--- src/rtl/qes_pkg.sv ---
// Shared types and constants for the quadrature encoder speed core.
// Used by qes_phase, qes_channel and quadrature_encoder_speed_core; no dependencies.
package qes_pkg;

  localparam int OUT_CH     = 4;
  localparam int PIN_BITS   = 8;
  localparam int DELTA_BITS = 16;
  localparam int GAIN_BITS  = 16;
  localparam int SPEED_BITS = 32;
  localparam int OUT_BITS   = 32;
  localparam int PHASE_BITS = 8;
  localparam int CFG_INDEX_BITS = 3;
  localparam int CFG_DATA_BITS  = 16;

  localparam int DELTA_MAX = 32767;
  localparam int DELTA_MIN = -32768;

  localparam logic [CFG_INDEX_BITS-1:0] REG_PERIOD   = 3'd0;
  localparam logic [CFG_INDEX_BITS-1:0] REG_SNAPSHOT = 3'd1;
  localparam logic [CFG_INDEX_BITS-1:0] REG_MEASURE  = 3'd2;
  localparam logic [CFG_INDEX_BITS-1:0] REG_SCALE    = 3'd3;
  localparam logic [CFG_INDEX_BITS-1:0] REG_GAIN     = 3'd4;

  localparam logic [PHASE_BITS-1:0] PERIOD_RESET   = 8'd20;
  localparam logic [PHASE_BITS-1:0] SNAPSHOT_RESET = 8'd1;
  localparam logic [PHASE_BITS-1:0] MEASURE_RESET  = 8'd11;
  localparam logic [PHASE_BITS-1:0] SCALE_RESET    = 8'd15;
  localparam logic [GAIN_BITS-1:0]  GAIN_RESET     = 16'd2806;

  typedef enum logic {
    REQ_PIN  = 1'b0,
    REQ_TICK = 1'b1
  } req_type_t;

  typedef struct packed {
    logic snap;
    logic meas;
    logic scal;
  } phase_hit_t;

endpackage

--- src/rtl/quadrature_encoder_speed_core.sv ---
// Four-channel x4 quadrature decoder with periodic speed measurement.
// An accepted request's result is registered and shows on the outputs in the next cycle;
// one request per cycle is taken unless out_valid is high with out_ready low. The count
// update and the delta-times-gain multiply feed the output register combinationally.
// Synchronous reset clears the channel counts and speeds, the phase counter and the output
// valid flag, and loads the register defaults. Depends on qes_pkg, qes_phase, qes_channel.
module quadrature_encoder_speed_core #(
  parameter int CHANNELS   = 4,
  parameter int COUNT_BITS = 32
) (
  input  logic                                   clk,
  input  logic                                   rst,
  input  logic                                   cfg_we,
  input  logic [qes_pkg::CFG_INDEX_BITS-1:0]     cfg_index,
  input  logic [qes_pkg::CFG_DATA_BITS-1:0]      cfg_data,
  input  logic                                   in_valid,
  output logic                                   in_ready,
  input  logic                                   req_type,
  input  logic [qes_pkg::PIN_BITS-1:0]           enc_pins,
  output logic                                   out_valid,
  input  logic                                   out_ready,
  output logic signed [qes_pkg::OUT_BITS-1:0]    count_ch0,
  output logic signed [qes_pkg::OUT_BITS-1:0]    count_ch1,
  output logic signed [qes_pkg::OUT_BITS-1:0]    count_ch2,
  output logic signed [qes_pkg::OUT_BITS-1:0]    count_ch3,
  output logic signed [qes_pkg::OUT_BITS-1:0]    speed_ch0,
  output logic signed [qes_pkg::OUT_BITS-1:0]    speed_ch1,
  output logic signed [qes_pkg::OUT_BITS-1:0]    speed_ch2,
  output logic signed [qes_pkg::OUT_BITS-1:0]    speed_ch3,
  output logic                                   speed_updated
);

  logic                                   accept;
  logic                                   pin_step;
  logic                                   tick_step;
  qes_pkg::phase_hit_t                    hits;
  logic [qes_pkg::GAIN_BITS-1:0]          speed_gain;
  logic signed [COUNT_BITS-1:0]           count_next [CHANNELS];
  logic signed [qes_pkg::SPEED_BITS-1:0]  speed_next [CHANNELS];
  logic signed [qes_pkg::OUT_BITS-1:0]    count_res  [qes_pkg::OUT_CH];
  logic signed [qes_pkg::OUT_BITS-1:0]    speed_res  [qes_pkg::OUT_CH];
  logic signed [qes_pkg::OUT_BITS-1:0]    count_q    [qes_pkg::OUT_CH];
  logic signed [qes_pkg::OUT_BITS-1:0]    speed_q    [qes_pkg::OUT_CH];

  assign in_ready  = !out_valid || out_ready;
  assign accept    = in_valid && in_ready;
  assign pin_step  = accept && (req_type == qes_pkg::REQ_PIN);
  assign tick_step = accept && (req_type == qes_pkg::REQ_TICK);

  qes_phase u_phase (
    .clk        (clk),
    .rst        (rst),
    .cfg_we     (cfg_we),
    .cfg_index  (cfg_index),
    .cfg_data   (cfg_data),
    .tick_step  (tick_step),
    .hits       (hits),
    .speed_gain (speed_gain)
  );

  for (genvar k = 0; k < CHANNELS; k++) begin : g_ch
    logic pin_a;
    logic pin_b;
    if (2 * k + 1 < qes_pkg::PIN_BITS) begin : g_pins
      assign pin_a = enc_pins[2*k];
      assign pin_b = enc_pins[2*k+1];
    end else begin : g_no_pins
      assign pin_a = 1'b0;
      assign pin_b = 1'b0;
    end

    qes_channel #(
      .COUNT_BITS (COUNT_BITS)
    ) u_ch (
      .clk        (clk),
      .rst        (rst),
      .pin_step   (pin_step),
      .tick_step  (tick_step),
      .hits       (hits),
      .pin_a      (pin_a),
      .pin_b      (pin_b),
      .speed_gain (speed_gain),
      .count_next (count_next[k]),
      .speed_next (speed_next[k])
    );
  end

  for (genvar k = 0; k < qes_pkg::OUT_CH; k++) begin : g_out
    if (k < CHANNELS) begin : g_used
      assign count_res[k] = qes_pkg::OUT_BITS'(count_next[k]);
      assign speed_res[k] = speed_next[k];
    end else begin : g_absent
      assign count_res[k] = '0;
      assign speed_res[k] = '0;
    end
  end

  always_ff @(posedge clk) begin
    if (rst) begin
      out_valid <= 1'b0;
    end else if (accept) begin
      out_valid <= 1'b1;
    end else if (out_ready) begin
      out_valid <= 1'b0;
    end
  end

  always_ff @(posedge clk) begin
    if (accept) begin
      count_q       <= count_res;
      speed_q       <= speed_res;
      speed_updated <= tick_step && hits.scal;
    end
  end

  assign count_ch0 = count_q[0];
  assign count_ch1 = count_q[1];
  assign count_ch2 = count_q[2];
  assign count_ch3 = count_q[3];
  assign speed_ch0 = speed_q[0];
  assign speed_ch1 = speed_q[1];
  assign speed_ch2 = speed_q[2];
  assign speed_ch3 = speed_q[3];

  a_pin_no_update: assert property (@(posedge clk) disable iff (rst)
    pin_step |=> out_valid && !speed_updated)
    else $error("pin sample request flagged a speed update");

  a_pin_keeps_speed: assert property (@(posedge clk) disable iff (rst)
    pin_step && out_valid |=> $stable(speed_ch0) && $stable(speed_ch3))
    else $error("pin sample request changed a speed");

  a_tick_keeps_count: assert property (@(posedge clk) disable iff (rst)
    tick_step && out_valid |=> $stable(count_ch0) && $stable(count_ch3))
    else $error("tick request changed a position count");

endmodule

--- src/rtl/qes_phase.sv ---
// Configuration registers and millisecond phase counter.
// Depends on qes_pkg; produces the phase match flags for the next tick.
module qes_phase (
  input  logic                                   clk,
  input  logic                                   rst,
  input  logic                                   cfg_we,
  input  logic [qes_pkg::CFG_INDEX_BITS-1:0]     cfg_index,
  input  logic [qes_pkg::CFG_DATA_BITS-1:0]      cfg_data,
  input  logic                                   tick_step,
  output qes_pkg::phase_hit_t                    hits,
  output logic [qes_pkg::GAIN_BITS-1:0]          speed_gain
);

  logic [qes_pkg::PHASE_BITS-1:0] period_ticks;
  logic [qes_pkg::PHASE_BITS-1:0] snapshot_phase;
  logic [qes_pkg::PHASE_BITS-1:0] measure_phase;
  logic [qes_pkg::PHASE_BITS-1:0] scale_phase;
  logic [qes_pkg::PHASE_BITS-1:0] phase_count;
  logic [qes_pkg::PHASE_BITS-1:0] phase_count_next;
  logic [qes_pkg::PHASE_BITS:0]   phase_inc;

  always_ff @(posedge clk) begin
    if (rst) begin
      period_ticks   <= qes_pkg::PERIOD_RESET;
      snapshot_phase <= qes_pkg::SNAPSHOT_RESET;
      measure_phase  <= qes_pkg::MEASURE_RESET;
      scale_phase    <= qes_pkg::SCALE_RESET;
      speed_gain     <= qes_pkg::GAIN_RESET;
    end else if (cfg_we) begin
      case (cfg_index)
        qes_pkg::REG_PERIOD:   period_ticks   <= cfg_data[qes_pkg::PHASE_BITS-1:0];
        qes_pkg::REG_SNAPSHOT: snapshot_phase <= cfg_data[qes_pkg::PHASE_BITS-1:0];
        qes_pkg::REG_MEASURE:  measure_phase  <= cfg_data[qes_pkg::PHASE_BITS-1:0];
        qes_pkg::REG_SCALE:    scale_phase    <= cfg_data[qes_pkg::PHASE_BITS-1:0];
        qes_pkg::REG_GAIN:     speed_gain     <= cfg_data[qes_pkg::GAIN_BITS-1:0];
        default: ;
      endcase
    end
  end

  // A period of zero lets the counter wrap through all 256 phases.
  always_comb begin
    phase_inc = {1'b0, phase_count} + 1'b1;
    if (period_ticks != '0 && phase_inc >= {1'b0, period_ticks}) begin
      phase_count_next = '0;
    end else begin
      phase_count_next = phase_inc[qes_pkg::PHASE_BITS-1:0];
    end
    hits.snap = (phase_count_next == snapshot_phase);
    hits.meas = (phase_count_next == measure_phase);
    hits.scal = (phase_count_next == scale_phase);
  end

  always_ff @(posedge clk) begin
    if (rst) begin
      phase_count <= '0;
    end else if (tick_step) begin
      phase_count <= phase_count_next;
    end
  end

endmodule

--- src/rtl/qes_channel.sv ---
// One encoder channel: x4 position counter, reference, saturated delta and speed.
// Depends on qes_pkg; the top level instantiates one per channel.
module qes_channel #(
  parameter int COUNT_BITS = 32
) (
  input  logic                                  clk,
  input  logic                                  rst,
  input  logic                                  pin_step,
  input  logic                                  tick_step,
  input  qes_pkg::phase_hit_t                   hits,
  input  logic                                  pin_a,
  input  logic                                  pin_b,
  input  logic [qes_pkg::GAIN_BITS-1:0]         speed_gain,
  output logic signed [COUNT_BITS-1:0]          count_next,
  output logic signed [qes_pkg::SPEED_BITS-1:0] speed_next
);

  localparam logic signed [COUNT_BITS-1:0] DMAX = COUNT_BITS'(qes_pkg::DELTA_MAX);
  localparam logic signed [COUNT_BITS-1:0] DMIN = COUNT_BITS'(qes_pkg::DELTA_MIN);

  logic                                   prev_a;
  logic                                   prev_b;
  logic signed [COUNT_BITS-1:0]           position;
  logic signed [COUNT_BITS-1:0]           reference;
  logic signed [qes_pkg::DELTA_BITS-1:0]  delta;
  logic signed [qes_pkg::DELTA_BITS-1:0]  delta_next;
  logic signed [qes_pkg::SPEED_BITS-1:0]  speed;
  logic signed [COUNT_BITS-1:0]           diff;
  logic signed [qes_pkg::SPEED_BITS:0]    product;
  logic                                   dec;
  logic                                   inc;

  always_comb begin
    dec = pin_a ^ prev_b;
    inc = pin_b ^ prev_a;
    count_next = position;
    if (pin_step && inc && !dec) begin
      count_next = position + COUNT_BITS'(1);
    end else if (pin_step && dec && !inc) begin
      count_next = position - COUNT_BITS'(1);
    end
  end

  always_comb begin
    diff = position - reference;
    if (diff > DMAX) begin
      delta_next = qes_pkg::DELTA_BITS'(qes_pkg::DELTA_MAX);
    end else if (diff < DMIN) begin
      delta_next = qes_pkg::DELTA_BITS'(qes_pkg::DELTA_MIN);
    end else begin
      delta_next = diff[qes_pkg::DELTA_BITS-1:0];
    end
  end

  // The scale action uses the delta held before this tick.
  always_comb begin
    product = delta * $signed({1'b0, speed_gain});
    speed_next = speed;
    if (tick_step && hits.scal) begin
      speed_next = product[qes_pkg::SPEED_BITS-1:0];
    end
  end

  always_ff @(posedge clk) begin
    if (rst) begin
      prev_a    <= 1'b0;
      prev_b    <= 1'b0;
      position  <= '0;
      reference <= '0;
      delta     <= '0;
      speed     <= '0;
    end else begin
      position <= count_next;
      speed    <= speed_next;
      if (pin_step) begin
        prev_a <= pin_a;
        prev_b <= pin_b;
      end
      if (tick_step && hits.meas) begin
        delta <= delta_next;
      end
      if (tick_step && hits.snap) begin
        reference <= position;
      end
    end
  end

endmodule
--- config.mk ---
export PLATFORM = sky130hd
export DESIGN_NAME = quadrature_encoder_speed_core
export DESIGN_NICKNAME = d
export VERILOG_FILES = /design/src/rtl/qes_pkg.sv /design/src/rtl/quadrature_encoder_speed_core.sv /design/src/rtl/qes_phase.sv /design/src/rtl/qes_channel.sv
export SDC_FILE = /design/constraint.sdc
export NUM_CORES = 2
export LEC_CHECK = 0
export ABC_AREA = 1
export BUFFER_PORTS_ARGS = -buffer_cell sky130_fd_sc_hd__buf_2
export CAP_MARGIN = 0
export CORE_MARGIN = 2
export CORE_UTILIZATION = 50
export DETAILED_ROUTE_END_ITERATION = 8
export PLACE_DENSITY = 0.72
export SLEW_MARGIN = 20
export SYNTH_ARGS = -nofsm -noshare
export SYNTH_HDL_FRONTEND = slang
export SYNTH_SLANG_ARGS = --single-unit
--- constraint.sdc ---
create_clock -name clk -period 8.6 [get_ports clk]
set_input_delay 1.29 -clock clk [delete_from_list [all_inputs] [get_ports clk]]
set_output_delay 1.29 -clock clk [all_outputs]
set_load 0.05 [all_outputs]
==> flow_summary.json <==
{
  "hold_slack_ns": 0.476,
  "root_buffer": "clkbuf_16",
  "core_um2": 161000,
  "ys_types": 60,
  "tritoncts": "built",
  "syn_inst": 11479,
  "period_share": 0.788,
  "min_path_cells": 2,
  "cp_cell_sequence": "nand2_1 > fa_1 > fa_1 > fa_1 > fa_1 > inv_1 > fa_1 > inv_1 > fa_1 > inv_1 > ha_1 > nand2_1 > inv_1 > nand3_1 > o21ai_0 > a21oi_1 > o21ai_0 > nand2_1 > nand2_1 > nand2_1 > nand2_1 > nand3_1 > nand2_1 > inv_1",
  "power.switching_mw": 5.04,
  "rr_startpoint": "u_phase.speed_gain[9]",
  "critPathLaunchType": "register",
  "start_util": 0.504,
  "ff2ff_path_depth": 24,
  "syn_to_final_growth_pct": 7.78,
  "postCtsSetupBuffers": 0,
  "post_drt_wl_per_cell_um": 17.4,
  "relSlewSlack": 0.265,
  "synth-seq-area-share": 0.222,
  "rsz0062_at_grt": "false",
  "clkSinkCount": 770,
  "clk_latency_ns": 0.74,
  "multi_input_area_um2": 51200,
  "synth-edff-count": 257,
  "hp-start": "g_ch[0].u_ch.speed[0]",
  "viasPerCell": 5.17,
  "p_comb_frac": 0.345,
  "grt_max_degree": 161,
  "synthesis.nets": 12901,
  "hold_path_class": "register to register",
  "setup_violations": 0,
  "whs_endpoint": "g_ch[0].u_ch.speed[0]",
  "slew_violations": 0,
  "async_reset_ff_frac": 0,
  "crit_path_max_incr_delay_ns": 1.04,
  "worst_slew_pin_slew_ns": 1.10,
  "rows": 147,
  "crit_fanout": 38,
  "dpl.hpwl_um": 187000,
  "tns_ns": 0,
  "cts_buffers": 89,
  "clockBufferDepth": 3,
  "crit_type": "register to register",
  "power.leakage_nw": 48.8,
  "grt_pass1_wl_um": 380000,
  "drv_cap": 0,
  "ios": 292,
  "ir_drop_mv": 0.179,
  "routabilityCongestion": 0.969,
  "slowest_stage": "dfxtp_2",
  "status": "finished, final reports clean",
  "synth_area_um2": 80900,
  "antenna_found_initial": 0,
  "drtIter0Drc": 6220,
  "path_clk_slew_ns": 0.07,
  "synth_seq_cells": 770,
  "final-hold-violation-count": 0,
  "clock_skew_ns": 0.0370,
  "drcViolationCount": 0,
  "die-width_um": 406,
  "seq_power_share": 0.324,
  "grtUsageTotal": 0.291,
  "dr.pass1.iters": 6,
  "yosysWarnings": 0,
  "clock_power_share": 0.331,
  "crit_buf_inv": 5,
  "endpoint_kind": "register",
  "cp_top_family": "adder cells",
  "power_density_nw_per_um2": 147,
  "arrival_ns": 7.24,
  "h-tree-depth": 3,
  "reg2reg_slack_ns": 1.82,
  "drive_above_1_share": 0.0493,
  "r2r-end": "speed_ch3[22]",
  "vias": 71055,
  "switching_share": 0.393,
  "hold_buffers": 0,
  "grt_pass1_vias": 69894,
  "period_needed_ns": 6.78,
  "intPower_mw": 7.79,
  "syn_area_per_cell_um2": 7.05,
  "nFillCells": 15526,
  "cp.required_ns": 9.07,
  "grt.overflow.total": 0,
  "ff_latch_area_um2": 18000,
  "dieArea_um2": 165000,
  "antenna_left": 0,
  "crit_path_frequent_cell": "nand2_1",
  "drt_wl_total_um": 240000,
  "port_buffers": 291,
  "clock.fmax_mhz": 148,
  "ys.flop_type": "dfxtp_1",
  "ctsResizeCount": 0,
  "nets": 12917,
  "die_h_um": 406
}
metal layers:
metal	vias to the layer above	part of all wire	GRT usage
met4	0	0.028	0.0869
met2	2631	0.44	0.461
met1	33690	0.45	0.407
li1	34327	-	-
met3	407	0.084	0.0466
met5	-	0	0
per-stage QoR:
| stage | total power, mW | setup slack [ns] | instance area [um2] | std cells | utilization |
|---|---|---|---|---|---|
| 3_5_place_dp | 8.57 | 1.94 | 83900 | 13564 | 0.523 |
| 4_1_cts | 12.9 | 1.88 | 87200 | 13732 | 0.543 |
| 5_1_grt | 13.6 | 1.33 | 87200 | 13732 | 0.543 |
| 6_report | 12.8 | 1.82 | 87200 | 13734 | 0.543 |
| 3_3_place_gp | 8.54 | 1.96 | 83900 | 13564 | 0.523 |
| 2_1_floorplan | 7.41 | 1.33 | 80900 | 11479 | - |
kinds of logic (layout without fill, tap and decap cells):
family                   after synthesis  after routing  synth area share
AO/OA/AOI/OAI                        750            750            0.0512
flip-flops                           770            770             0.222
XOR/XNOR                             335            335            0.0365
buffers and inverters               3087           3180             0.145
other                                  0              2                 0
multiplexers                           1              1          0.000124
adder cells (fa/ha/maj)             1389           1389             0.287
AND/OR/NAND/NOR                     5147           5147             0.258
final cells by class:
cell class,instances,area share
Inverter,2659,0.115
Sequential cell,770,0.207
Clock inverter,55,0.00908
Antenna cell,2,0.0000574
Tap cell,2160,0.0310
Clock buffer,113,0.0284
Timing Repair Buffer,353,0.0226
Multi-Input combinational cell,7622,0.588
cell usage after synthesis, types with 73 or more instances:
cell / instances / area, um2
dfxtp_1: 513 / 10300
xor2_1: 223 / 1950
inv_1: 2649 / 9940
nand4_1: 92 / 576
clkbuf_1: 305 / 1140
o21ai_0: 232 / 1160
edfxtp_1: 257 / 7720
xnor2_1: 110 / 963
fa_1: 780 / 15600
nor3_1: 147 / 736
nor2_1: 1085 / 4070
nand2_1: 3214 / 12100
nand3_1: 411 / 2060
a21oi_1: 367 / 1840
and2_1: 73 / 457
ha_1: 609 / 7620
worst reg2reg max path, delay by kind of cell (launching register included):
kind            cells  cell delay, ns
flops               1            1.04
compound gates      3            0.93
fa+ha+maj           7            3.45
simple gates        9            0.84
buf+inv             5            0.27
flip-flops by register name, summed over array words and instances, names as in the netlist, 16 cells and up:
register and count:
count_ch1 32, speed_ch0 32, count_ch2 32, g_ch.u_ch.reference 128
g_ch.u_ch.delta 64, speed_ch2 32, count_ch3 32, speed_ch3 32
g_ch.u_ch.speed 128, g_ch.u_ch.position 128, speed_ch1 32, u_phase.speed_gain 16
count_ch0 32
power groups by stage:
| stage | combinational [mW] | sequential [mW] | clock (mW) |
|---|---|---|---|
| 2_1_floorplan | 2.98 | 4.44 | 0 |
| 3_3_place_gp | 4.32 | 4.22 | 0 |
| 3_5_place_dp | 4.35 | 4.22 | 0 |
| 4_1_cts | 4.37 | 4.15 | 4.34 |
| 5_1_grt | 4.94 | 4.17 | 4.46 |
| 6_report | 4.43 | 4.15 | 4.24 |
placed cells by master (no fill, tap or decap), types with 11 or more instances in the layout:
cell,n
buf_2,290
clkbuf_16,93
nand4_1,92
nor3_1,147
and2_1,73
bufinv_16,15
inv_1,2647
dfxtp_2,15
nor2_1,1081
o21ai_0,232
buf_4,59
nor4_1,42
nand3b_1,43
ha_1,609
clkinv_2,11
a21o_1,18
o211ai_1,12
nand2_1,3213
o21bai_1,42
nand3_1,411
xnor2_1,110
xor2_1,223
a21oi_1,367
fa_1,780
clkbuf_1,13
edfxtp_1,257
dfxtp_1,497
a31oi_1,16
how the worst max path moves through the flow:
stage	from	slack [ns]	cells past startpoint	end
6_report	u_phase.speed_gain[9]	1.82	24	speed_ch3[22]
5_1_grt	u_phase.speed_gain[9]	1.33	24	speed_ch3[22]
4_1_cts	u_phase.speed_gain[12]	1.88	24	speed_ch2[22]
3_5_place_dp	u_phase.speed_gain[12]	1.94	24	speed_ch2[22]
3_3_place_gp	u_phase.speed_gain[12]	1.96	24	speed_ch2[22]
2_1_floorplan	out_ready	1.33	4	count_ch0[0]
Power figures use the tool's default switching activity.
